--- src/rtl/assert_macros.svh ---
// ----------------------------------------------------------------------------
// Assertion macros
// Concurrent assertion helpers shared by the RTL. They compile to nothing
// when SYNTHESIS is defined.
// ----------------------------------------------------------------------------
`ifndef ASSERT_MACROS_SVH
`define ASSERT_MACROS_SVH

`ifndef SYNTHESIS

// Same-cycle implication: whenever ante holds, cons holds too.
`define ASSERT_IMPLIES(label, clk, rst, ante, cons) \
   label: assert property (@(posedge clk) disable iff (rst) (ante) |-> (cons)) \
      else $error("implication check failed");

// Next-cycle implication: whenever ante holds, cons holds in the next cycle.
`define ASSERT_NEXT(label, clk, rst, ante, cons) \
   label: assert property (@(posedge clk) disable iff (rst) (ante) |=> (cons)) \
      else $error("next-cycle check failed");

`else

`define ASSERT_IMPLIES(label, clk, rst, ante, cons)
`define ASSERT_NEXT(label, clk, rst, ante, cons)

`endif

`endif

--- src/rtl/rvt_pkg.sv ---
`timescale 1ns / 1ps
// ----------------------------------------------------------------------------
// Reader version tracker package
// Shared types, request and response layouts and codes.
// ----------------------------------------------------------------------------
package rvt_pkg;

   // Default number of ring entries.
   localparam int RVT_DEPTH = 32;

   // Request kinds.
   localparam logic [1:0] KIND_BEGIN_READ = 2'd0;
   localparam logic [1:0] KIND_END_READ   = 2'd1;
   localparam logic [1:0] KIND_COMMIT     = 2'd2;

   // Status codes.
   localparam logic [1:0] STATUS_OK        = 2'd0;
   localparam logic [1:0] STATUS_OVERFLOW  = 2'd1;
   localparam logic [1:0] STATUS_NOT_FOUND = 2'd2;

   typedef struct packed {
      logic [1:0]  kind;
      logic [31:0] reader_version;
      logic [63:0] new_top_ref;
      logic [63:0] new_file_size;
   } rvt_req_type;

   typedef struct packed {
      logic [31:0] snapshot_version;
      logic [31:0] oldest_locked_version;
      logic [63:0] snapshot_top_ref;
      logic [63:0] snapshot_file_size;
      logic [1:0]  status;
   } rvt_rsp_type;

   // One ring entry as stored in memory.
   typedef struct packed {
      logic [31:0] version;
      logic [31:0] count;
   } rvt_entry_type;

   // Command from the front end to the ring engine.
   typedef struct packed {
      logic        go;
      logic [1:0]  kind;
      logic [31:0] reader_version;
      logic [31:0] cur_version;
   } rvt_cmd_type;

   // Completion report from the ring engine.
   typedef struct packed {
      logic        done;
      logic [1:0]  status;
      logic        ring_empty;
      logic [31:0] head_version;
   } rvt_res_type;

endpackage

--- src/rtl/reader_version_tracker.sv ---
`timescale 1ns / 1ps
// ----------------------------------------------------------------------------
// Reader version tracker
// Tracks the committed snapshot and a ring of active reader versions.
// ----------------------------------------------------------------------------
// A request is taken on a rising edge where start is high and busy is low;
// busy then stays high until the request is finished, and exactly one
// response follows on rsp_item, marked by a one-cycle rsp_valid pulse.
// The receiver cannot stall: capture rsp_item whenever rsp_valid is high.
// A request is worked by a small sequencer around the ring memory, and
// every ring access is a read state followed by a check state. An end
// read walks the ring from the head until it finds its version or
// reaches the tail. If its version is the oldest entry and this is its
// last reader, the entry is released together with the emptied entries
// right behind it; otherwise only its count is lowered, never below
// zero. The response is driven in the first cycle in which busy is low,
// and a new request may be accepted in that same cycle.
// The ring memory needs no clearing after reset: only entries between the
// head and tail pointers are ever used.
// ----------------------------------------------------------------------------
`include "assert_macros.svh"

module reader_version_tracker
   import rvt_pkg::*;
#(
   parameter int DEPTH = RVT_DEPTH
) (
   input  logic        clock,
   input  logic        reset,
   input  logic        start,
   output logic        busy,
   input  rvt_req_type req_item,
   output logic        rsp_valid,
   output rvt_rsp_type rsp_item
);

   rvt_cmd_type cmd;
   rvt_res_type res;
   logic        eng_busy;

   // Latched request fields needed when the engine finishes.
   logic [1:0]  kind_ff;
   logic [63:0] new_top_ff;
   logic [63:0] new_size_ff;

   // Committed snapshot.
   logic [31:0] cur_version_ff, cur_version_in;
   logic [63:0] cur_top_ff, cur_top_in;
   logic [63:0] cur_size_ff, cur_size_in;

   // Response register.
   rvt_rsp_type rsp_ff, rsp_in;
   logic        rsp_valid_ff;
   logic [31:0] next_version;

   assign cmd.go             = start & ~eng_busy;
   assign cmd.kind           = req_item.kind;
   assign cmd.reader_version = req_item.reader_version;
   assign cmd.cur_version    = cur_version_ff;

   rvt_engine #(
      .DEPTH (DEPTH)
   ) u_engine (
      .clock (clock),
      .reset (reset),
      .cmd   (cmd),
      .res   (res),
      .busy  (eng_busy)
   );

   // The snapshot registers only change when a commit finishes, so they are
   // stable for the whole life of a request.
   assign next_version = cur_version_ff + 32'd1;

   always_comb begin
      rsp_in         = rsp_ff;
      cur_version_in = cur_version_ff;
      cur_top_in     = cur_top_ff;
      cur_size_in    = cur_size_ff;
      if (res.done) begin
         rsp_in        = '0;
         rsp_in.status = res.status;
         case (kind_ff)
            KIND_BEGIN_READ: begin
               rsp_in.snapshot_version   = cur_version_ff;
               rsp_in.snapshot_top_ref   = cur_top_ff;
               rsp_in.snapshot_file_size = cur_size_ff;
            end
            KIND_COMMIT: begin
               rsp_in.snapshot_version      = next_version;
               rsp_in.oldest_locked_version = res.ring_empty ? next_version
                                                             : res.head_version;
               cur_version_in = next_version;
               cur_top_in     = new_top_ff;
               cur_size_in    = new_size_ff;
            end
            default: begin
               // End read and the unused kind return only a status.
               rsp_in.snapshot_version = '0;
            end
         endcase
      end
   end

   always_ff @(posedge clock) begin
      if (cmd.go) begin
         kind_ff     <= req_item.kind;
         new_top_ff  <= req_item.new_top_ref;
         new_size_ff <= req_item.new_file_size;
      end
      rsp_ff <= rsp_in;
   end

   always_ff @(posedge clock) begin
      if (reset) begin
         cur_version_ff <= '0;
         cur_top_ff     <= '0;
         cur_size_ff    <= '0;
         rsp_valid_ff   <= 1'b0;
      end else begin
         cur_version_ff <= cur_version_in;
         cur_top_ff     <= cur_top_in;
         cur_size_ff    <= cur_size_in;
         rsp_valid_ff   <= res.done;
      end
   end

   assign busy      = eng_busy;
   assign rsp_valid = rsp_valid_ff;
   assign rsp_item  = rsp_ff;

   // A response is only ever produced by an engine completion.
   `ASSERT_IMPLIES(a_rsp_from_done, clock, reset, rsp_valid_ff, $past(res.done))
   // An accepted request always holds the block busy on the next cycle.
   `ASSERT_NEXT(a_accept_busy, clock, reset, start && !eng_busy, eng_busy)
   // Each request yields a single one-cycle response pulse.
   `ASSERT_NEXT(a_rsp_single, clock, reset, rsp_valid_ff, !rsp_valid_ff)

endmodule

--- src/rtl/rvt_ring_ram.sv ---
`timescale 1ns / 1ps
// ----------------------------------------------------------------------------
// Ring entry memory
// One write port and one read port with registered read data.
// ----------------------------------------------------------------------------
module rvt_ring_ram
   import rvt_pkg::*;
#(
   parameter int DEPTH = RVT_DEPTH
) (
   input  logic                     clock,
   input  logic                     wr_en,
   input  logic [$clog2(DEPTH)-1:0] wr_addr,
   input  rvt_entry_type            wr_data,
   input  logic [$clog2(DEPTH)-1:0] rd_addr,
   output rvt_entry_type            rd_data
);

   rvt_entry_type ring_mem [DEPTH];
   rvt_entry_type rd_data_ff;

   always_ff @(posedge clock) begin
      if (wr_en) begin
         ring_mem[wr_addr] <= wr_data;
      end
   end

   always_ff @(posedge clock) begin
      rd_data_ff <= ring_mem[rd_addr];
   end

   assign rd_data = rd_data_ff;

endmodule

--- src/rtl/rvt_engine.sv ---
`timescale 1ns / 1ps
// ----------------------------------------------------------------------------
// Ring engine
// Sequencer that walks the version ring one entry per read/check pair,
// sharing one ring memory across the request kinds and one count adder between begin and end reads.
// ----------------------------------------------------------------------------
module rvt_engine
   import rvt_pkg::*;
#(
   parameter int DEPTH = RVT_DEPTH
) (
   input  logic        clock,
   input  logic        reset,
   input  rvt_cmd_type cmd,
   output rvt_res_type res,
   output logic        busy
);

   localparam int SW = $clog2(DEPTH);
   localparam int PW = SW + 1;

   typedef enum logic [9:0] {
      ST_IDLE    = 10'b00_0000_0001,
      ST_BR_RD   = 10'b00_0000_0010,
      ST_BR_CHK  = 10'b00_0000_0100,
      ST_ER_RD   = 10'b00_0000_1000,
      ST_ER_CHK  = 10'b00_0001_0000,
      ST_POP_RD  = 10'b00_0010_0000,
      ST_POP_CHK = 10'b00_0100_0000,
      ST_CM_RD   = 10'b00_1000_0000,
      ST_CM_CHK  = 10'b01_0000_0000,
      ST_DONE    = 10'b10_0000_0000
   } eng_state_type;

   eng_state_type state_ff, state_in;
   logic [PW-1:0] head_ff, head_in;
   logic [PW-1:0] tail_ff, tail_in;
   logic [PW-1:0] p_ff, p_in;
   logic [31:0]   rver_ff, rver_in;
   logic [1:0]    status_ff, status_in;
   logic          empty_ff, empty_in;
   logic [31:0]   oldest_ff, oldest_in;

   logic [PW-1:0] used;
   logic [SW-1:0] prev_slot;
   logic          wr_en;
   logic [SW-1:0] wr_addr;
   rvt_entry_type wr_data;
   logic [SW-1:0] rd_addr;
   rvt_entry_type rd_data;
   logic          cnt_dec;
   logic [31:0]   cnt_sum;

   // Pointers carry a wrap bit above the slot number.
   function automatic logic [PW-1:0] ptr_next(input logic [PW-1:0] p);
      logic [PW-1:0] r;
      if (p[SW-1:0] == SW'(DEPTH - 1)) begin
         r = {~p[SW], {SW{1'b0}}};
      end else begin
         r = p + PW'(1);
      end
      return r;
   endfunction

   always_comb begin
      if (head_ff[SW] == tail_ff[SW]) begin
         used = PW'(tail_ff[SW-1:0]) - PW'(head_ff[SW-1:0]);
      end else begin
         used = PW'(DEPTH) - PW'(head_ff[SW-1:0]) + PW'(tail_ff[SW-1:0]);
      end
      if (tail_ff[SW-1:0] == '0) begin
         prev_slot = SW'(DEPTH - 1);
      end else begin
         prev_slot = tail_ff[SW-1:0] - SW'(1);
      end
   end

   // The single count adder: increment on a reader bump, decrement on release.
   assign cnt_sum = rd_data.count + (cnt_dec ? 32'hFFFF_FFFF : 32'd1);

   always_comb begin
      state_in  = state_ff;
      head_in   = head_ff;
      tail_in   = tail_ff;
      p_in      = p_ff;
      rver_in   = rver_ff;
      status_in = status_ff;
      empty_in  = empty_ff;
      oldest_in = oldest_ff;
      wr_en     = 1'b0;
      wr_addr   = tail_ff[SW-1:0];
      wr_data   = rd_data;
      rd_addr   = head_ff[SW-1:0];
      cnt_dec   = 1'b0;

      case (state_ff)
         ST_IDLE: begin
            if (cmd.go) begin
               rver_in   = cmd.reader_version;
               status_in = STATUS_OK;
               p_in      = head_ff;
               empty_in  = (used == '0);
               oldest_in = '0;
               case (cmd.kind)
                  KIND_BEGIN_READ: state_in = ST_BR_RD;
                  KIND_END_READ:   state_in = ST_ER_RD;
                  KIND_COMMIT:     state_in = ST_CM_RD;
                  default:         state_in = ST_DONE;
               endcase
            end
         end
         ST_BR_RD: begin
            rd_addr  = prev_slot;
            state_in = ST_BR_CHK;
         end
         ST_BR_CHK: begin
            if (used != '0 && rd_data.version == cmd.cur_version) begin
               wr_en         = 1'b1;
               wr_addr       = prev_slot;
               wr_data.count = cnt_sum;
            end else if (used == PW'(DEPTH)) begin
               status_in = STATUS_OVERFLOW;
            end else begin
               wr_en           = 1'b1;
               wr_addr         = tail_ff[SW-1:0];
               wr_data.version = cmd.cur_version;
               wr_data.count   = 32'd1;
               tail_in         = ptr_next(tail_ff);
            end
            state_in = ST_DONE;
         end
         ST_ER_RD: begin
            rd_addr = p_ff[SW-1:0];
            if (p_ff == tail_ff) begin
               status_in = STATUS_NOT_FOUND;
               state_in  = ST_DONE;
            end else begin
               state_in = ST_ER_CHK;
            end
         end
         ST_ER_CHK: begin
            if (rd_data.version == rver_ff) begin
               if (p_ff == head_ff && rd_data.count == 32'd1) begin
                  head_in  = ptr_next(head_ff);
                  state_in = ST_POP_RD;
               end else begin
                  if (rd_data.count != '0) begin
                     cnt_dec       = 1'b1;
                     wr_en         = 1'b1;
                     wr_addr       = p_ff[SW-1:0];
                     wr_data.count = cnt_sum;
                  end
                  state_in = ST_DONE;
               end
            end else begin
               p_in     = ptr_next(p_ff);
               state_in = ST_ER_RD;
            end
         end
         ST_POP_RD: begin
            rd_addr = head_ff[SW-1:0];
            if (head_ff == tail_ff) begin
               state_in = ST_DONE;
            end else begin
               state_in = ST_POP_CHK;
            end
         end
         ST_POP_CHK: begin
            if (rd_data.count == '0) begin
               head_in  = ptr_next(head_ff);
               state_in = ST_POP_RD;
            end else begin
               state_in = ST_DONE;
            end
         end
         ST_CM_RD: begin
            rd_addr  = head_ff[SW-1:0];
            state_in = ST_CM_CHK;
         end
         ST_CM_CHK: begin
            oldest_in = rd_data.version;
            state_in  = ST_DONE;
         end
         ST_DONE: begin
            state_in = ST_IDLE;
         end
         default: begin
            state_in = ST_IDLE;
         end
      endcase
   end

   always_ff @(posedge clock) begin
      if (reset) begin
         state_ff <= ST_IDLE;
         head_ff  <= '0;
         tail_ff  <= '0;
      end else begin
         state_ff <= state_in;
         head_ff  <= head_in;
         tail_ff  <= tail_in;
      end
   end

   always_ff @(posedge clock) begin
      p_ff      <= p_in;
      rver_ff   <= rver_in;
      status_ff <= status_in;
      empty_ff  <= empty_in;
      oldest_ff <= oldest_in;
   end

   rvt_ring_ram #(
      .DEPTH (DEPTH)
   ) u_ring_ram (
      .clock   (clock),
      .wr_en   (wr_en),
      .wr_addr (wr_addr),
      .wr_data (wr_data),
      .rd_addr (rd_addr),
      .rd_data (rd_data)
   );

   assign busy             = (state_ff != ST_IDLE);
   assign res.done         = (state_ff == ST_DONE);
   assign res.status       = status_ff;
   assign res.ring_empty   = empty_ff;
   assign res.head_version = oldest_ff;

endmodule

--- config.mk ---
export PLATFORM = sky130hd
export DESIGN_NAME = reader_version_tracker
export DESIGN_NICKNAME = d
export VERILOG_FILES = /design/src/rtl/rvt_pkg.sv /design/src/rtl/reader_version_tracker.sv /design/src/rtl/rvt_ring_ram.sv /design/src/rtl/rvt_engine.sv
export VERILOG_INCLUDE_DIRS = /design/src /design/src/rtl
export SDC_FILE = /design/constraint.sdc
export NUM_CORES = 2
export LEC_CHECK = 0
export BUFFER_PORTS_ARGS = -buffer_cell sky130_fd_sc_hd__buf_2
export CORE_UTILIZATION = 56
export DETAILED_ROUTE_END_ITERATION = 8
export GPL_TIMING_DRIVEN = 0
export PLACE_DENSITY = 0.76
export SLEW_MARGIN = 5
export SYNTH_ARGS = -nofsm -noshare
export SYNTH_HDL_FRONTEND = slang
export SYNTH_HIERARCHICAL = 1
export SYNTH_SLANG_ARGS = --single-unit
--- constraint.sdc ---
create_clock -name clock -period 9.7 [get_ports clock]
set_clock_uncertainty 0.1 [all_clocks]
set_input_delay 0.485 -clock clock [delete_from_list [all_inputs] [get_ports clock]]
set_output_delay 0.485 -clock clock [all_outputs]
set_load 0.01 [all_outputs]
==> impl_metrics.env <==
export IMPL_final_cells=8986
export IMPL_vias_per_cell=6.59
export IMPL_cts_tree="done"
export IMPL_p_sw_frac=0.221
export IMPL_power_leakage_nw=39.0
export IMPL_setup_viol=0
export IMPL_cts_root_buf="clkbuf_16"
export IMPL_cp_cell_sequence="xor2_1, nor4_1, nand4_1, a2111oi_4, buf_4, ha_1, a21oi_1, o21ai_0, nor2_1, a211oi_1, a31o_2, a311o_1, a21oi_1, o211ai_2"
export IMPL_p_int_w=0.0197
export IMPL_nNetsFinal=6517
export IMPL_p_per_area_nw_per_um2=205
export IMPL_maxClockFrequency_mhz=132
export IMPL_synth_edf_count=2445
export IMPL_critPathRequiredTime_ns=10.12
export IMPL_avgSynthCellArea_um2=19.5
export IMPL_synth_top_area_frac=0.703
export IMPL_synth_distinct_cells=81
export IMPL_p_comb_frac=0.063
export IMPL_die_area_um2=188000
export IMPL_die_w_um=434
export IMPL_synth_nets=5568
export IMPL_seqPwrFrac=0.528
export IMPL_worst_pin_slew_ns=1.55
export IMPL_final_layout_size_suffix_gt1_frac=0.275
export IMPL_drtAntennaViolNets=0
export IMPL_hold_path_startpoint="req_item[88]"
export IMPL_slew_viol_final=11
export IMPL_grt_pass1_vias=59549
export IMPL_grt_pass1_wl_um=427000
export IMPL_dp_final_hpwl_um=192000
export IMPL_yosys_area_top_type="edfxtp_1"
export IMPL_timing_final_crit_share=0.778
export IMPL_htreeDepth=5
export IMPL_ir_worst_vdd_v=0.000188
export IMPL_post_cts_buffers=0
export IMPL_cpMaxStageDelayCell="o211ai_2"
export IMPL_yosysSeqAreaShare=0.751
export IMPL_netSwitchingPower_w=0.00558
export IMPL_cts_buffer_depth=4
export IMPL_hold_depth=2
export IMPL_slew_headroom=-0.0348
export IMPL_drc_errors=0
export IMPL_routabilityCongestion=0.920
export IMPL_cap_violations=1
export IMPL_grt_util_all_layers=0.325
export IMPL_worst_setup_path_end_kind="flop"
export IMPL_clkSinkCount=2692
export IMPL_status="finished, violations left"
export IMPL_dr_pass1_iters=6
export IMPL_drt_iter0_drc=9109
export IMPL_critPathTopFamily="compound AO/OA/AOI/OAI gates"
export IMPL_reg2reg_to="u_engine/u_ring_ram/ring_mem[16][28]"
export IMPL_yosys_top_cells_count="edfxtp_1 (2445), mux4_2 (602), nand2_1 (365)"
export IMPL_placementRows=158
export IMPL_ys_flop_type="edfxtp_1"
export IMPL_wire_per_inst_um=34.1
export IMPL_core_um2=185000
export IMPL_insertion_delay_ns=0.95
export IMPL_violations="capacitance limit, slew limit"
export IMPL_final_hold_violation_count=0
export IMPL_timing_hold_ws_ns=0.175
export IMPL_clockPowerShare=0.409
export IMPL_grt_ovfl_total=0
export IMPL_rr_worst_depth=14
export IMPL_syn_area_um2=104000
export IMPL_rrSetupSlack_ns=2.15
export IMPL_syn2layout_area_growth_pct=17.8
export IMPL_syn_inst=5357
export IMPL_arrival_ns=7.97
export IMPL_cpPeakStageDelay_ns=1.07
export IMPL_cp_max_fo=39
export IMPL_period_needed_ns=7.55
export IMPL_io_pins=361
export IMPL_hp_class="primary input to flop"
export IMPL_synth_async_reset_ratio=0
export IMPL_initial_core_util=0.564
export IMPL_wl_um=306000
export IMPL_ys_warn_count=6
export IMPL_yosysMostFrequentCell="edfxtp_1"
export IMPL_vias=59212
export IMPL_antenna_found_initial=12
export IMPL_grt_setup_unrepaired="no"
export IMPL_grt_max_degree=59
export IMPL_startpoint_type="flop"
export IMPL_min_delay_worst_endpoint="new_top_ff[24]"
export IMPL_placed_cells=8341
export IMPL_clkTransAtPathRegs_ns=0.06
export IMPL_synth_area_leaders="edfxtp_1 (70%), mux4_2 (13%), dfxtp_1 (4.7%)"
export IMPL_timing_rr_start="u_engine/u_ring_ram/rd_data[42]"
export IMPL_portBuffers=359
export IMPL_cp_num_buf_inv=1
export IMPL_critPathKind="flop to flop"
export IMPL_power_w=0.0252
export IMPL_die_h_um=434
export IMPL_cpMostUsedCell="a21oi_1"
export IMPL_ys_seq_elements=2692
export IMPL_numCtsBuffers=277
-- what timing repair did --
| item | CTS | global route |
|---|---|---|
| hold buffers | 166 | 0 |
| gates resized for setup | 0 | 0 |
| hold endpoints to repair | 185 | 0 |
-- metrics by stage --
step / cell area [µm²] / setup slack (ns) / setup TNS (ns) / utilization
2_1_floorplan: 104000 / 2.54 / 0 / -
3_3_place_gp: 109000 / -3.63 / -6082.73 / 0.590
3_5_place_dp: 113000 / 2.26 / 0 / 0.608
4_1_cts: 123000 / 2.13 / 0 / 0.664
5_1_grt: 123000 / 1.87 / 0 / 0.664
6_report: 123000 / 2.15 / 0 / 0.664
-- placed cells by master (no fill, tap or decap), types with 42 or more instances in the layout --
master	count
a21oi_1	203
and2_1	169
buf_12	95
buf_2	443
clkbuf_1	206
clkbuf_16	289
clkinv_2	42
dfxtp_1	247
dlygate4sd3_1	166
edfxtp_1	2445
ha_1	44
mux2_2	107
mux2i_1	47
mux4_2	602
nand2_1	364
nor2_1	125
o21ai_0	66
xnor2_1	90
xor2_1	102
-- power groups by stage --
stage          clock (W)  sequential, W  combinational (W)
2_1_floorplan          0         0.0135           0.000843
3_3_place_gp           0         0.0136            0.00132
3_5_place_dp           0         0.0136            0.00149
4_1_cts           0.0104         0.0133            0.00156
5_1_grt           0.0108         0.0133            0.00167
6_report          0.0103         0.0133            0.00160
-- worst register-to-register path, stage by stage (launching register included) --
cell,delay [ns]
dfxtp_1,0.69
xor2_1,0.15
nor4_1,1.03
nand4_1,0.57
a2111oi_4,0.85
buf_4,0.61
ha_1,0.37
a21oi_1,0.09
o21ai_0,0.32
nor2_1,0.10
a211oi_1,0.43
a31o_2,0.33
a311o_1,0.30
a21oi_1,0.12
o211ai_2,1.07
-- cell type report --
class | instances | area, µm²
Fill cell | 11340 | 62200
Buffer | 293 | 1320
Inverter | 30 | 113
Multi-Input combinational cell | 2342 | 25000
Timing Repair Buffer | 670 | 6460
Clock buffer | 354 | 7620
Clock inverter | 116 | 1020
Tap cell | 2480 | 3100
Antenna cell | 9 | 22.5
Sequential cell | 2692 | 78400
-- cell families (layout without fill, tap and decap cells) --
logic type                 Yosys count  in the layout  synth area share
DFF                               2692           2692             0.751
and+or+nand+nor                    919            919            0.0433
muxes                              756            756             0.146
AOI/OAI and AO/OA                  429            429            0.0248
buffers and inverters              323           1463            0.0136
xor gates and xnor gates           192            192            0.0161
adders and majority gates           46             46           0.00566
other                                0              9                 0
-- sequential cells by signal (all words and copies together), names as in the netlist, 10 cells and up --
signal	cells
u_engine/state_ff	10
u_engine/oldest_ff	32
u_engine/rver_ff	32
u_engine/u_ring_ram/ring_mem	2048
cur_version_ff	32
new_size_ff	64
rsp_item	194
u_engine/u_ring_ram/rd_data	64
cur_size_ff	64
cur_top_ff	64
new_top_ff	64
-- worst max-delay path by stage --
stage | start | endpoint | slack, ns | depth (start not counted)
6_report | u_engine/u_ring_ram/rd_data[42] | u_engine/u_ring_ram/ring_mem[16][28] | 2.15 | 14
2_1_floorplan | u_engine/state_ff[6] | cur_top_ff[24] | 2.54 | 10
3_5_place_dp | u_engine/u_ring_ram/rd_data[42] | u_engine/u_ring_ram/ring_mem[19][28] | 2.26 | 14
5_1_grt | u_engine/u_ring_ram/rd_data[42] | u_engine/u_ring_ram/ring_mem[6][31] | 1.87 | 16
3_3_place_gp | u_engine/u_ring_ram/rd_data[42] | u_engine/u_ring_ram/ring_mem[19][23] | -3.63 | 10
4_1_cts | u_engine/u_ring_ram/rd_data[42] | u_engine/u_ring_ram/ring_mem[16][28] | 2.13 | 14
-- metal layers --
metal	global-route usage	up-vias	routed length, µm
met1	0.406	29991	102000
met2	0.519	4890	145000
met4	0.181	0	19600
li1	-	23357	-
met3	0.0877	974	40300
met5	0	-	0
Note: power is estimated with default switching activity, not from simulation.
